<file path="src/ncle_pkg.sv">
// Shared types, operation codes and helpers for the noise channel core.
// No dependencies; used by ncle_channel and the top level.
package ncle_pkg;

    localparam int S_TDATA_W = 24;
    localparam int S_TUSER_W = 3;
    localparam int M_TDATA_W = 16;

    // Operation codes carried on the input tuser
    localparam logic [2:0] FUNC_WRITE    = 3'd0;
    localparam logic [2:0] FUNC_READ     = 3'd1;
    localparam logic [2:0] FUNC_ADVANCE  = 3'd2;
    localparam logic [2:0] FUNC_LENGTH   = 3'd3;
    localparam logic [2:0] FUNC_ENVELOPE = 3'd4;

    // Control register indexes
    localparam logic [1:0] REG_LENGTH   = 2'd0;
    localparam logic [1:0] REG_ENVELOPE = 2'd1;
    localparam logic [1:0] REG_POLY     = 2'd2;
    localparam logic [1:0] REG_CONTROL  = 2'd3;

    localparam logic [7:0] LENGTH_REG_RESET = 8'hFF;
    localparam logic [6:0] LENGTH_LIMIT     = 7'd64;
    localparam logic [3:0] VOLUME_MAX       = 4'd15;
    localparam logic [3:0] SAMPLE_DAC_OFF   = 4'd7;
    localparam logic [3:0] SAMPLE_CHAN_OFF  = 4'd15;

    typedef struct packed {
        logic [2:0] func;
        logic [1:0] reg_index;
        logic [7:0] write_data;
        logic [7:0] cycle_count;
    } item_t;

    typedef struct packed {
        logic [7:0] read_data;
        logic [3:0] sample;
        logic       channel_on;
        logic       dac_on;
    } result_t;

    // Reload value of the shift timer: (16 * divider) << shift, divider 0 counts as 0.5
    function automatic logic [22:0] shift_period(input logic [7:0] poly);
        logic [6:0] base;
        base = (poly[2:0] == 3'd0) ? 7'd8 : {poly[2:0], 4'b0000};
        return {16'b0, base} << poly[7:4];
    endfunction

endpackage

</file>
<file path="src/noise_channel_lfsr_envelope_core.sv">
// Top level of the noise channel core: stream handshake, input and result registers.
// Depends on ncle_pkg and ncle_channel.
//
//  Channel   | Direction | tdata fields (LSB first)                     | tuser
//  ----------+-----------+----------------------------------------------+-------
//  s_axis    | in        | reg_index[1:0] write_data[9:2] cyc[17:10]    | func
//  m_axis    | out       | read_data[7:0] sample[11:8] chan[12] dac[13] | -
//
//  One beat in, one beat out. A beat waits in the input register until the result
//  register is free or being drained; it is then applied to the channel state and
//  its result is loaded into the result register at the same edge, to show on m_axis.
//  Throughput is one beat per clock while m_axis does not stall, set by the single
//  state update per cycle. A stalled m_axis holds the result; the input register
//  then fills and s_axis_tready drops until the result is taken.
//  rst_n clears all valid flags and the channel state at once; no clearing pass.
module noise_channel_lfsr_envelope_core (
    input  logic                           clk,
    input  logic                           rst_n,
    input  logic                           s_axis_tvalid,
    output logic                           s_axis_tready,
    // reg_index[1:0], write_data[9:2], cycle_count[17:10], zero fill above
    input  logic [ncle_pkg::S_TDATA_W-1:0] s_axis_tdata,
    // func[2:0]
    input  logic [ncle_pkg::S_TUSER_W-1:0] s_axis_tuser,
    output logic                           m_axis_tvalid,
    input  logic                           m_axis_tready,
    // read_data[7:0], sample[11:8], channel_on[12], dac_on[13], zero fill above
    output logic [ncle_pkg::M_TDATA_W-1:0] m_axis_tdata
);

    logic              in_valid_reg, in_valid_next;
    ncle_pkg::item_t   in_item_reg;
    ncle_pkg::item_t   in_item;
    logic              out_valid_reg, out_valid_next;
    ncle_pkg::result_t out_result_reg;
    ncle_pkg::result_t step_result;
    logic              s_beat;
    logic              advance;

    // Move the held beat on whenever the result register is free or being drained
    assign advance       = in_valid_reg && (!out_valid_reg || m_axis_tready);
    assign s_axis_tready = !in_valid_reg || advance;
    assign s_beat        = s_axis_tvalid && s_axis_tready;

    // Unpack the incoming beat
    always_comb
    begin
        in_item.func        = s_axis_tuser;
        in_item.reg_index   = s_axis_tdata[1:0];
        in_item.write_data  = s_axis_tdata[9:2];
        in_item.cycle_count = s_axis_tdata[17:10];
    end

    assign in_valid_next  = s_beat || (in_valid_reg && !advance);
    assign out_valid_next = advance || (out_valid_reg && !m_axis_tready);

    ncle_channel u_channel (
        .clk    (clk),
        .rst_n  (rst_n),
        .step   (advance),
        .item   (in_item_reg),
        .result (step_result)
    );

    always_ff @(posedge clk or negedge rst_n)
    begin
        if (!rst_n)
        begin
            in_valid_reg  <= 1'b0;
            out_valid_reg <= 1'b0;
        end
        else
        begin
            in_valid_reg  <= in_valid_next;
            out_valid_reg <= out_valid_next;
        end
    end

    // Payload registers: input loads on an accepted beat, result on advance; hold otherwise
    always_ff @(posedge clk)
    begin
        if (s_beat)
        begin
            in_item_reg <= in_item;
        end
        if (advance)
        begin
            out_result_reg <= step_result;
        end
    end

    assign m_axis_tvalid = out_valid_reg;
    assign m_axis_tdata  = {2'b00, out_result_reg.dac_on, out_result_reg.channel_on,
                            out_result_reg.sample, out_result_reg.read_data};

endmodule

</file>
<file path="src/ncle_channel.sv">
// Channel state of the noise core: control registers, LFSR, envelope, length.
// Depends on ncle_pkg. Applies one item per step and reports the new state.
module ncle_channel (
    input  logic              clk,
    input  logic              rst_n,
    input  logic              step,
    input  ncle_pkg::item_t   item,
    output ncle_pkg::result_t result
);

    logic [7:0]  length_reg, length_next;
    logic [7:0]  envelope_reg, envelope_next;
    logic [7:0]  poly_reg, poly_next;
    logic [7:0]  control_reg, control_next;
    logic        chan_en_reg, chan_en_next;
    logic        dac_en_reg, dac_en_next;
    logic [14:0] shift_reg, shift_next;
    logic        short_mode_reg, short_mode_next;
    logic [22:0] shift_timer_reg, shift_timer_next;
    logic [3:0]  volume_reg, volume_next;
    logic [2:0]  env_period_reg, env_period_next;
    logic        env_inc_reg, env_inc_next;
    logic [2:0]  env_timer_reg, env_timer_next;
    logic [6:0]  length_count_reg, length_count_next;

    logic [7:0]  rd_data;
    logic        fb_bit;
    logic [15:0] shift_wide;

    // Feedback tap and one LFSR step; the feedback bit enters at bit 15, and at bit 7 in short mode
    always_comb
    begin
        fb_bit = ~(shift_reg[0] ^ shift_reg[1]);
        shift_wide = {fb_bit, shift_reg};
        if (short_mode_reg)
        begin
            shift_wide[7] = fb_bit;
        end
    end

    always_comb
    begin
        length_next       = length_reg;
        envelope_next     = envelope_reg;
        poly_next         = poly_reg;
        control_next      = control_reg;
        chan_en_next      = chan_en_reg;
        dac_en_next       = dac_en_reg;
        shift_next        = shift_reg;
        short_mode_next   = short_mode_reg;
        shift_timer_next  = shift_timer_reg;
        volume_next       = volume_reg;
        env_period_next   = env_period_reg;
        env_inc_next      = env_inc_reg;
        env_timer_next    = env_timer_reg;
        length_count_next = length_count_reg;
        rd_data           = 8'h00;

        unique case (item.func)
            ncle_pkg::FUNC_WRITE:
            begin
                unique case (item.reg_index)
                    ncle_pkg::REG_LENGTH:   length_next   = item.write_data;
                    ncle_pkg::REG_ENVELOPE: envelope_next = item.write_data;
                    ncle_pkg::REG_POLY:     poly_next     = item.write_data;
                    ncle_pkg::REG_CONTROL:
                    begin
                        control_next = item.write_data;
                        if (item.write_data[7])
                        begin
                            // trigger: DAC power comes from the upper five envelope bits
                            if (envelope_reg[7:3] == 5'd0)
                            begin
                                dac_en_next  = 1'b0;
                                chan_en_next = 1'b0;
                            end
                            else
                            begin
                                dac_en_next       = 1'b1;
                                volume_next       = envelope_reg[7:4];
                                env_period_next   = envelope_reg[2:0];
                                env_inc_next      = envelope_reg[3];
                                env_timer_next    = envelope_reg[2:0];
                                length_count_next = {1'b0, length_reg[5:0]};
                                short_mode_next   = poly_reg[3];
                                shift_timer_next  = ncle_pkg::shift_period(poly_reg);
                                shift_next        = 15'd0;
                                chan_en_next      = 1'b1;
                            end
                        end
                    end
                endcase
            end
            ncle_pkg::FUNC_READ:
            begin
                unique case (item.reg_index)
                    ncle_pkg::REG_LENGTH:   rd_data = length_reg;
                    ncle_pkg::REG_ENVELOPE: rd_data = envelope_reg;
                    ncle_pkg::REG_POLY:     rd_data = poly_reg;
                    ncle_pkg::REG_CONTROL:  rd_data = control_reg;
                endcase
            end
            ncle_pkg::FUNC_ADVANCE:
            begin
                // on expiry reload without carrying the excess, then step the LFSR once; else count down
                if ({15'd0, item.cycle_count} >= shift_timer_reg)
                begin
                    shift_timer_next = ncle_pkg::shift_period(poly_reg);
                    shift_next       = shift_wide[15:1];
                end
                else
                begin
                    shift_timer_next = shift_timer_reg - {15'd0, item.cycle_count};
                end
            end
            ncle_pkg::FUNC_LENGTH:
            begin
                if (control_reg[6] && (length_count_reg < ncle_pkg::LENGTH_LIMIT))
                begin
                    length_count_next = length_count_reg + 7'd1;
                    if (length_count_next == ncle_pkg::LENGTH_LIMIT)
                    begin
                        chan_en_next = 1'b0;
                    end
                end
            end
            ncle_pkg::FUNC_ENVELOPE:
            begin
                if (env_period_reg != 3'd0)
                begin
                    if (env_timer_reg <= 3'd1)
                    begin
                        env_timer_next = env_period_reg;
                        if (env_inc_reg)
                        begin
                            if (volume_reg != ncle_pkg::VOLUME_MAX)
                            begin
                                volume_next = volume_reg + 4'd1;
                            end
                        end
                        else if (volume_reg != 4'd0)
                        begin
                            volume_next = volume_reg - 4'd1;
                        end
                    end
                    else
                    begin
                        env_timer_next = env_timer_reg - 3'd1;
                    end
                end
            end
            default:
            begin
            end
        endcase
    end

    always_comb
    begin
        result.read_data  = rd_data;
        result.channel_on = chan_en_next;
        result.dac_on     = dac_en_next;
        if (!dac_en_next)
        begin
            result.sample = ncle_pkg::SAMPLE_DAC_OFF;
        end
        else if (!chan_en_next)
        begin
            result.sample = ncle_pkg::SAMPLE_CHAN_OFF;
        end
        else
        begin
            result.sample = shift_next[0] ? volume_next : 4'd0;
        end
    end

    always_ff @(posedge clk or negedge rst_n)
    begin
        if (!rst_n)
        begin
            length_reg       <= ncle_pkg::LENGTH_REG_RESET;
            envelope_reg     <= 8'h00;
            poly_reg         <= 8'h00;
            control_reg      <= 8'h00;
            chan_en_reg      <= 1'b0;
            dac_en_reg       <= 1'b0;
            shift_reg        <= 15'd0;
            short_mode_reg   <= 1'b0;
            shift_timer_reg  <= 23'd0;
            volume_reg       <= 4'd0;
            env_period_reg   <= 3'd0;
            env_inc_reg      <= 1'b0;
            env_timer_reg    <= 3'd0;
            length_count_reg <= 7'd0;
        end
        else if (step)
        begin
            length_reg       <= length_next;
            envelope_reg     <= envelope_next;
            poly_reg         <= poly_next;
            control_reg      <= control_next;
            chan_en_reg      <= chan_en_next;
            dac_en_reg       <= dac_en_next;
            shift_reg        <= shift_next;
            short_mode_reg   <= short_mode_next;
            shift_timer_reg  <= shift_timer_next;
            volume_reg       <= volume_next;
            env_period_reg   <= env_period_next;
            env_inc_reg      <= env_inc_next;
            env_timer_reg    <= env_timer_next;
            length_count_reg <= length_count_next;
        end
    end

endmodule

</file>
<file path="config.mk">
export PLATFORM = sky130hd
export DESIGN_NAME = noise_channel_lfsr_envelope_core
export DESIGN_NICKNAME = d
export VERILOG_FILES = /design/src/ncle_pkg.sv /design/src/noise_channel_lfsr_envelope_core.sv /design/src/ncle_channel.sv
export SDC_FILE = /design/constraint.sdc
export NUM_CORES = 1
export LEC_CHECK = 0
export BUFFER_PORTS_ARGS = -buffer_cell sky130_fd_sc_hd__buf_2
export CELL_PAD_IN_SITES_DETAIL_PLACEMENT = 1
export CELL_PAD_IN_SITES_GLOBAL_PLACEMENT = 1
export CORE_MARGIN = 3
export CORE_UTILIZATION = 52
export DETAILED_ROUTE_END_ITERATION = 8
export MAX_ROUTING_LAYER = met4
export PLACE_DENSITY = 0.83
export SKIP_CTS_REPAIR_TIMING = 1
export SLEW_MARGIN = 5
export SYNTH_ARGS = -nofsm -noshare
export SYNTH_HDL_FRONTEND = slang
export SYNTH_SLANG_ARGS = --single-unit
</file>
<file path="constraint.sdc">
create_clock -name clk -period 3.75 [get_ports clk]
set_input_delay 0.1875 -clock clk [delete_from_list [all_inputs] [get_ports clk]]
set_output_delay 0.1875 -clock clk [all_outputs]
set_load 0.02 [all_outputs]
</file>
==> metrics, run 1 <==
status=complete, no violations; post-synth top area share=0.312; Layout Cells excl Fill=880; Post-synth ARST share=0.727; number of global-route vias before repair=5740; critical path fanouts, max=20; clk root buf=clkbuf_16; ranking of synthesized cells by area=dfrtp_1 31%, edfxtp_1 15%, mux2_2 6.6%; top_reg_cell synth=dfrtp_1; Setup WS post-layout=0.841 ns; Critical Path Start Type=flop; worst skew pair latency=0.44 ns; clk slew on worst S/H paths=0.07 ns; CTS Buf Count=17; maximum number of pins on one net before global-route repair=69; final max-slew violation count=0; fin util=0.628; CTS sink count=128; sw power=1.67 mW; DRT iter0 DRCs=499; max reg flops=23; total of warnings raised by yosys=0; number of fillers in the final layout=1392; Slew @ Worst Pin=1.19 ns; Final Hold Viols=0; GRT Overall Usage=0.288; Comb power frac=0.247; Sequential Power Share=0.407; Netlist Area Pre-Place=6820 sq um; Clock Skew=0.0160 ns; Area after DPL=7180 sq um; Leakage=3.40 nW; CP startpoint=u_channel.shift_timer_reg[4]$_DFFE_PN0P_; Internal Dissipation=3.16 mW; RD Place Congestion=0.859; slowest CP cell=a21oi_2; Initial Utilization=0.536; num rows=41; Post-DP HPWL=12700 um; CP endpoint kind=flop; slowest stage delay, CP=0.43 ns; layout cell share with drive strength beyond 1=0.216; Avg WL per Cell=23.5 um; Worst VDD drop=0.426 mV; Post-synth EDFFs=35; CP Cell Sequence=ha_1, nand2_1, a211oi_2, o21ai_1, a21oi_2, buf_4, o21ai_0, o22ai_1; Power Total=4.83 mW; pre-CTS WS=1.00 ns; total number of vias=5563; RSZ-0062 raised after global routing=no; I/O pins=49; H-tree Lvls=4; CP Data Required Time=4.08 ns; Area Overhead vs Synth=17.1%; HP Class=in -> reg; dpl cells=824; Detail Route Antenna Nets=0; worst r2r src=u_channel.shift_timer_reg[4]$_DFFE_PN0P_; Mapped Avg Cell Area=10.9 sq um; pwr/cell area=604 nW/um^2; relative slew slack=0.204; sequential area share after synthesis=0.497; First-pass DRT Iterations=4; Clock Path Buffers=2; crit path DAT=3.24 ns; fin crit share=0.776; Die Wd=121 um; Net Sw Frac=0.345; Core ar.=12700 sq um; FF+latch count, synth=128; WP buf/inv=1; CTS tree=yes; Synth cell types=78; IO Port Bufs=40; Clock power frac=0.346; DRC viols=0; Die H=121 um; f_max=344 MHz; family with the most delay on the worst path=compound AO/OA/AOI/OAI gates; Max-Cap Viols=0; initial antenna violation count=1; Setup CP Type=reg -> reg; setup total negative slack=0 ns; Finished Cell Area=7990 sq um; Nets=740; Final min period=2.91 ns; remaining global-route overflow=0; die area=14500 sq um; hold slack=0.0487 ns; drt via density=6.32; global-route wire length before repair=31300 um; cells after synthesis=628; Worst Min Path Start=m_axis_tready; area leader, netlist=dfrtp_1; total wire length=20700 um; final setup vio count=0
[power groups by stage]
stage | combinational, mW | sequential [mW] | clock [mW]
after global routing | 1.30 | 1.99 | 1.75
after CTS | 1.15 | 1.95 | 1.68
after floorplan | 0.860 | 1.85 | 0
after detailed placement | 1.11 | 1.96 | 0
final | 1.19 | 1.96 | 1.67
after global placement | 1.04 | 1.94 | 0
[synthesized netlist by cell type, types with 4 or more instances]
master,count
dfrtp_1,85
nor2_1,51
nand2_1,49
mux2_2,40
edfxtp_1,35
a21oi_1,32
o21ai_0,28
nand3_1,25
inv_1,22
clkbuf_1,16
a22o_1,14
ha_1,14
nor2b_1,13
nand2b_1,12
a31oi_1,10
nand4_1,10
nor3_1,10
a21o_1,9
dfstp_2,8
mux4_2,8
nand3b_1,8
mux2i_1,7
a221o_1,6
and3_1,6
o211ai_1,6
xnor2_1,6
nor4_1,5
o22ai_1,5
or3_1,5
or4_1,5
buf_2,4
o221ai_1,4
[layer usage]
layer | share of wire | vias up | GRT usage
met5 | 0 | - | -
met4 | 0.025 | 0 | 0.106
met3 | 0.041 | 45 | 0.0519
met2 | 0.51 | 160 | 0.468
met1 | 0.42 | 2868 | 0.364
li1 | - | 2490 | -
[cell families (layout without fill, tap and decap cells)]
group,Yosys count,count (layout),synth area share
AOI/OAI and AO/OA,150,150,0.155
other,1,3,0.000550
xor gates and xnor gates,6,6,0.00770
adders and majority gates,15,15,0.0286
DFF,128,128,0.497
and+or+nand+nor,224,224,0.177
muxes,55,55,0.103
buffers and inverters,49,127,0.0326
[worst reg2reg max path: stages (launching register included)]
cell and delay [ns]:
dfrtp_1 0.39, ha_1 0.37, nand2_1 0.14, a211oi_2 0.37, o21ai_1 0.29, a21oi_2 0.43
buf_4 0.33, o21ai_0 0.25, o22ai_1 0.24
[path summary, 6_finish.rpt]
path | end | slack [ns] | cells past startpoint
setup reg to reg | u_channel.shift_timer_reg[12]$_DFFE_PN0P_ | 0.84 | 8
setup / recovery | u_channel.shift_timer_reg[12]$_DFFE_PN0P_ | 0.84 | 8
hold / removal | m_axis_tvalid$_DFF_PN0_ | 0.05 | 3
hold reg to reg | u_channel.shift_reg[11]$_DFFE_PN0P_ | 0.50 | 1
max in group asynchronous | u_channel.volume_reg[3]$_DFFE_PN0P_ | 2.40 | 3
min in group asynchronous | u_channel.shift_timer_reg[1]$_DFFE_PN0P_ | 0.42 | 2
[area by class of cell]
class / count / area [sq um] / share of cell area
Clock buffer: 17 / 425 / 0.0532
Timing Repair Buffer: 72 / 500 / 0.0626
Clock inverter: 15 / 158 / 0.0197
Tap cell: 172 / 215 / 0.0269
Inverter: 23 / 86.3 / 0.0108
Antenna cell: 1 / 2.50 / 0.000313
Sequential cell: 128 / 3390 / 0.424
Multi-Input combinational cell: 452 / 3220 / 0.402
[cell usage in the layout, fill, tap and decap left out, types with 17 or more instances in the layout]
cell           synthesis  layout
dfrtp_1               85      85
nor2_1                51      51
nand2_1               49      49
mux2_2                40      40
buf_2                  4      39
edfxtp_1              35      35
a21oi_1               32      32
o21ai_0               28      28
nand3_1               25      25
dlygate4sd3_1          0      23
inv_1                 22      22
clkbuf_16              0      17
(Power assumes the default switching activity.)
==> inputs of run 2 (changes only) <==
- CORE_UTILIZATION: 52 -> 49
- PLACE_DENSITY: 0.83 -> 0.79
- clock period: 3.75 -> 2.7 ns (I/O delays scaled with it)
==> metrics, run 2 (synthesis results as in run 1) <==
worst r2r src=u_channel.shift_timer_reg[4]$_DFFE_PN0P_; DRC viols=0; Clock Skew=0.0165 ns; maximum number of pins on one net before global-route repair=56; Avg WL per Cell=22.4 um; Comb power frac=0.237; number of global-route vias before repair=5884; total number of vias=5482; Power Total=7.08 mW; R2R Path End=u_channel.shift_timer_reg[17]$_DFFE_PN0P_; pre-CTS WS=0.00359 ns; CP Data Required Time=3.06 ns; CP startpoint=u_channel.shift_timer_reg[4]$_DFFE_PN0P_; setup total negative slack=0 ns; worst skew pair latency=0.43 ns; Detail Route Antenna Nets=0; sw power=2.27 mW; slowest CP cell=or4_1; number of fillers in the final layout=1449; Area Overhead vs Synth=20.6%; GRT Overall Usage=0.277; final max-slew violation count=0; Max-Cap Viols=0; Die H=124 um; Worst Hold Depth=3; RSZ-0062 raised after global routing=no; CP endpoint kind=flop; CP Cell Sequence=ha_1, nand2_1, a211oi_2, o21ai_2, a21o_4, or4_1, nand3_1; CTS sink count=128; dpl cells=840; I/O pins=49; CTS tree=yes; # diodes=0; total wire length=20000 um; most frequent cells in the layout=85 x dfrtp_1, 51 x nor2_1, 49 x nand2_1; IO Port Bufs=40; crit path DAT=2.92 ns; clk slew on worst S/H paths=0.06 ns; die area=15400 sq um; Net Sw Frac=0.320; Slew @ Worst Pin=0.686 ns; H-tree Lvls=4; global-route wire length before repair=31200 um; R2R cell count=7; Final Hold Viols=0; Clock power frac=0.380; fin crit share=0.948; Internal Dissipation=4.81 mW; slowest stage delay, CP=0.56 ns; pwr/cell area=861 nW/um^2; initial antenna violation count=0; remaining global-route overflow=0; Setup CP Type=reg -> reg; hold worst-path end=in_valid_reg$_DFF_PN0_; critical path fanouts, max=24; HP Class=in -> reg; clk root buf=clkbuf_16; RD Place Congestion=0.886; most common cell after layout, fill and taps aside=dfrtp_1; num rows=42; Die Wd=124 um; max reg flops=23; CTS Buf Count=17; First-pass DRT Iterations=7; Critical Path Start Type=flop; fin util=0.611; Worst Min Path Start=m_axis_tready; status=complete, no violations; relative slew slack=0.538; FF-to-FF setup slack=0.14 ns; Clock Path Buffers=2; hold slack=0.0449 ns; f_max=391 MHz; Nets=752; drt via density=6.13; Post-DP HPWL=13100 um; Layout Cells excl Fill=895; DRT iter0 DRCs=417; Core ar.=13500 sq um; final setup vio count=0; Setup WS post-layout=0.139 ns; Initial Utilization=0.507; Sequential Power Share=0.382; layout cell share with drive strength beyond 1=0.235; Worst VDD drop=0.510 mV; Area after DPL=7300 sq um; Finished Cell Area=8230 sq um; Final min period=2.56 ns; Leakage=3.52 nW
[run 2: per-layer routing]
| layer | vias up | routed length (um) | GRT usage |
|---|---|---|---|
| li1 | 2510 | - | - |
| met5 | - | 0 | - |
| met2 | 126 | 10400 | 0.462 |
| met3 | 43 | 624 | 0.0495 |
| met4 | 0 | 588 | 0.114 |
| met1 | 2803 | 8450 | 0.335 |
[run 2: worst max path at each step]
| stage | end | slack [ns] | cells past startpoint |
|---|---|---|---|
| floorplan | u_channel.shift_timer_reg[16]$_DFFE_PN0P_ | 0.23 | 10 |
| global placement | m_axis_tdata[11]$_SDFFCE_PP0P_ | 0.15 | 7 |
| detailed placement | m_axis_tdata[9]$_SDFFCE_PN1P_ | 0.004 | 7 |
| CTS | m_axis_tdata[9]$_SDFFCE_PN1P_ | -0.04 | 7 |
| global route | m_axis_tdata[9]$_SDFFCE_PN1P_ | 0.03 | 7 |
| finish | u_channel.shift_timer_reg[17]$_DFFE_PN0P_ | 0.14 | 7 |
[run 2: worst max-delay path, delay by kind of cell (launching register included)]
family	cells	cell delay, ns
AO/OA/AOI/OAI	3	0.91
AND/OR/NAND/NOR	3	0.80
flip-flops	1	0.39
adder cells (fa/ha/maj)	1	0.39
[run 2: layout make-up]
class,instances,area [sq um],area share
multi-input combinational,452,3230,0.393
sequential,128,3390,0.412
tap,176,220,0.0268
inverter,23,86.3,0.0105
clock buffer,18,429,0.0522
clock inverter,14,253,0.0307
timing repair buffer,84,616,0.0748
[run 2: power groups by stage]
stage	Combinational [mW]	Clock [mW]	Sequential, mW
floorplan	1.19	0	2.57
global placement	1.51	0	2.68
detailed placement	1.59	0	2.71
CTS	1.64	2.71	2.69
global route	1.86	2.82	2.75
finish	1.68	2.69	2.71
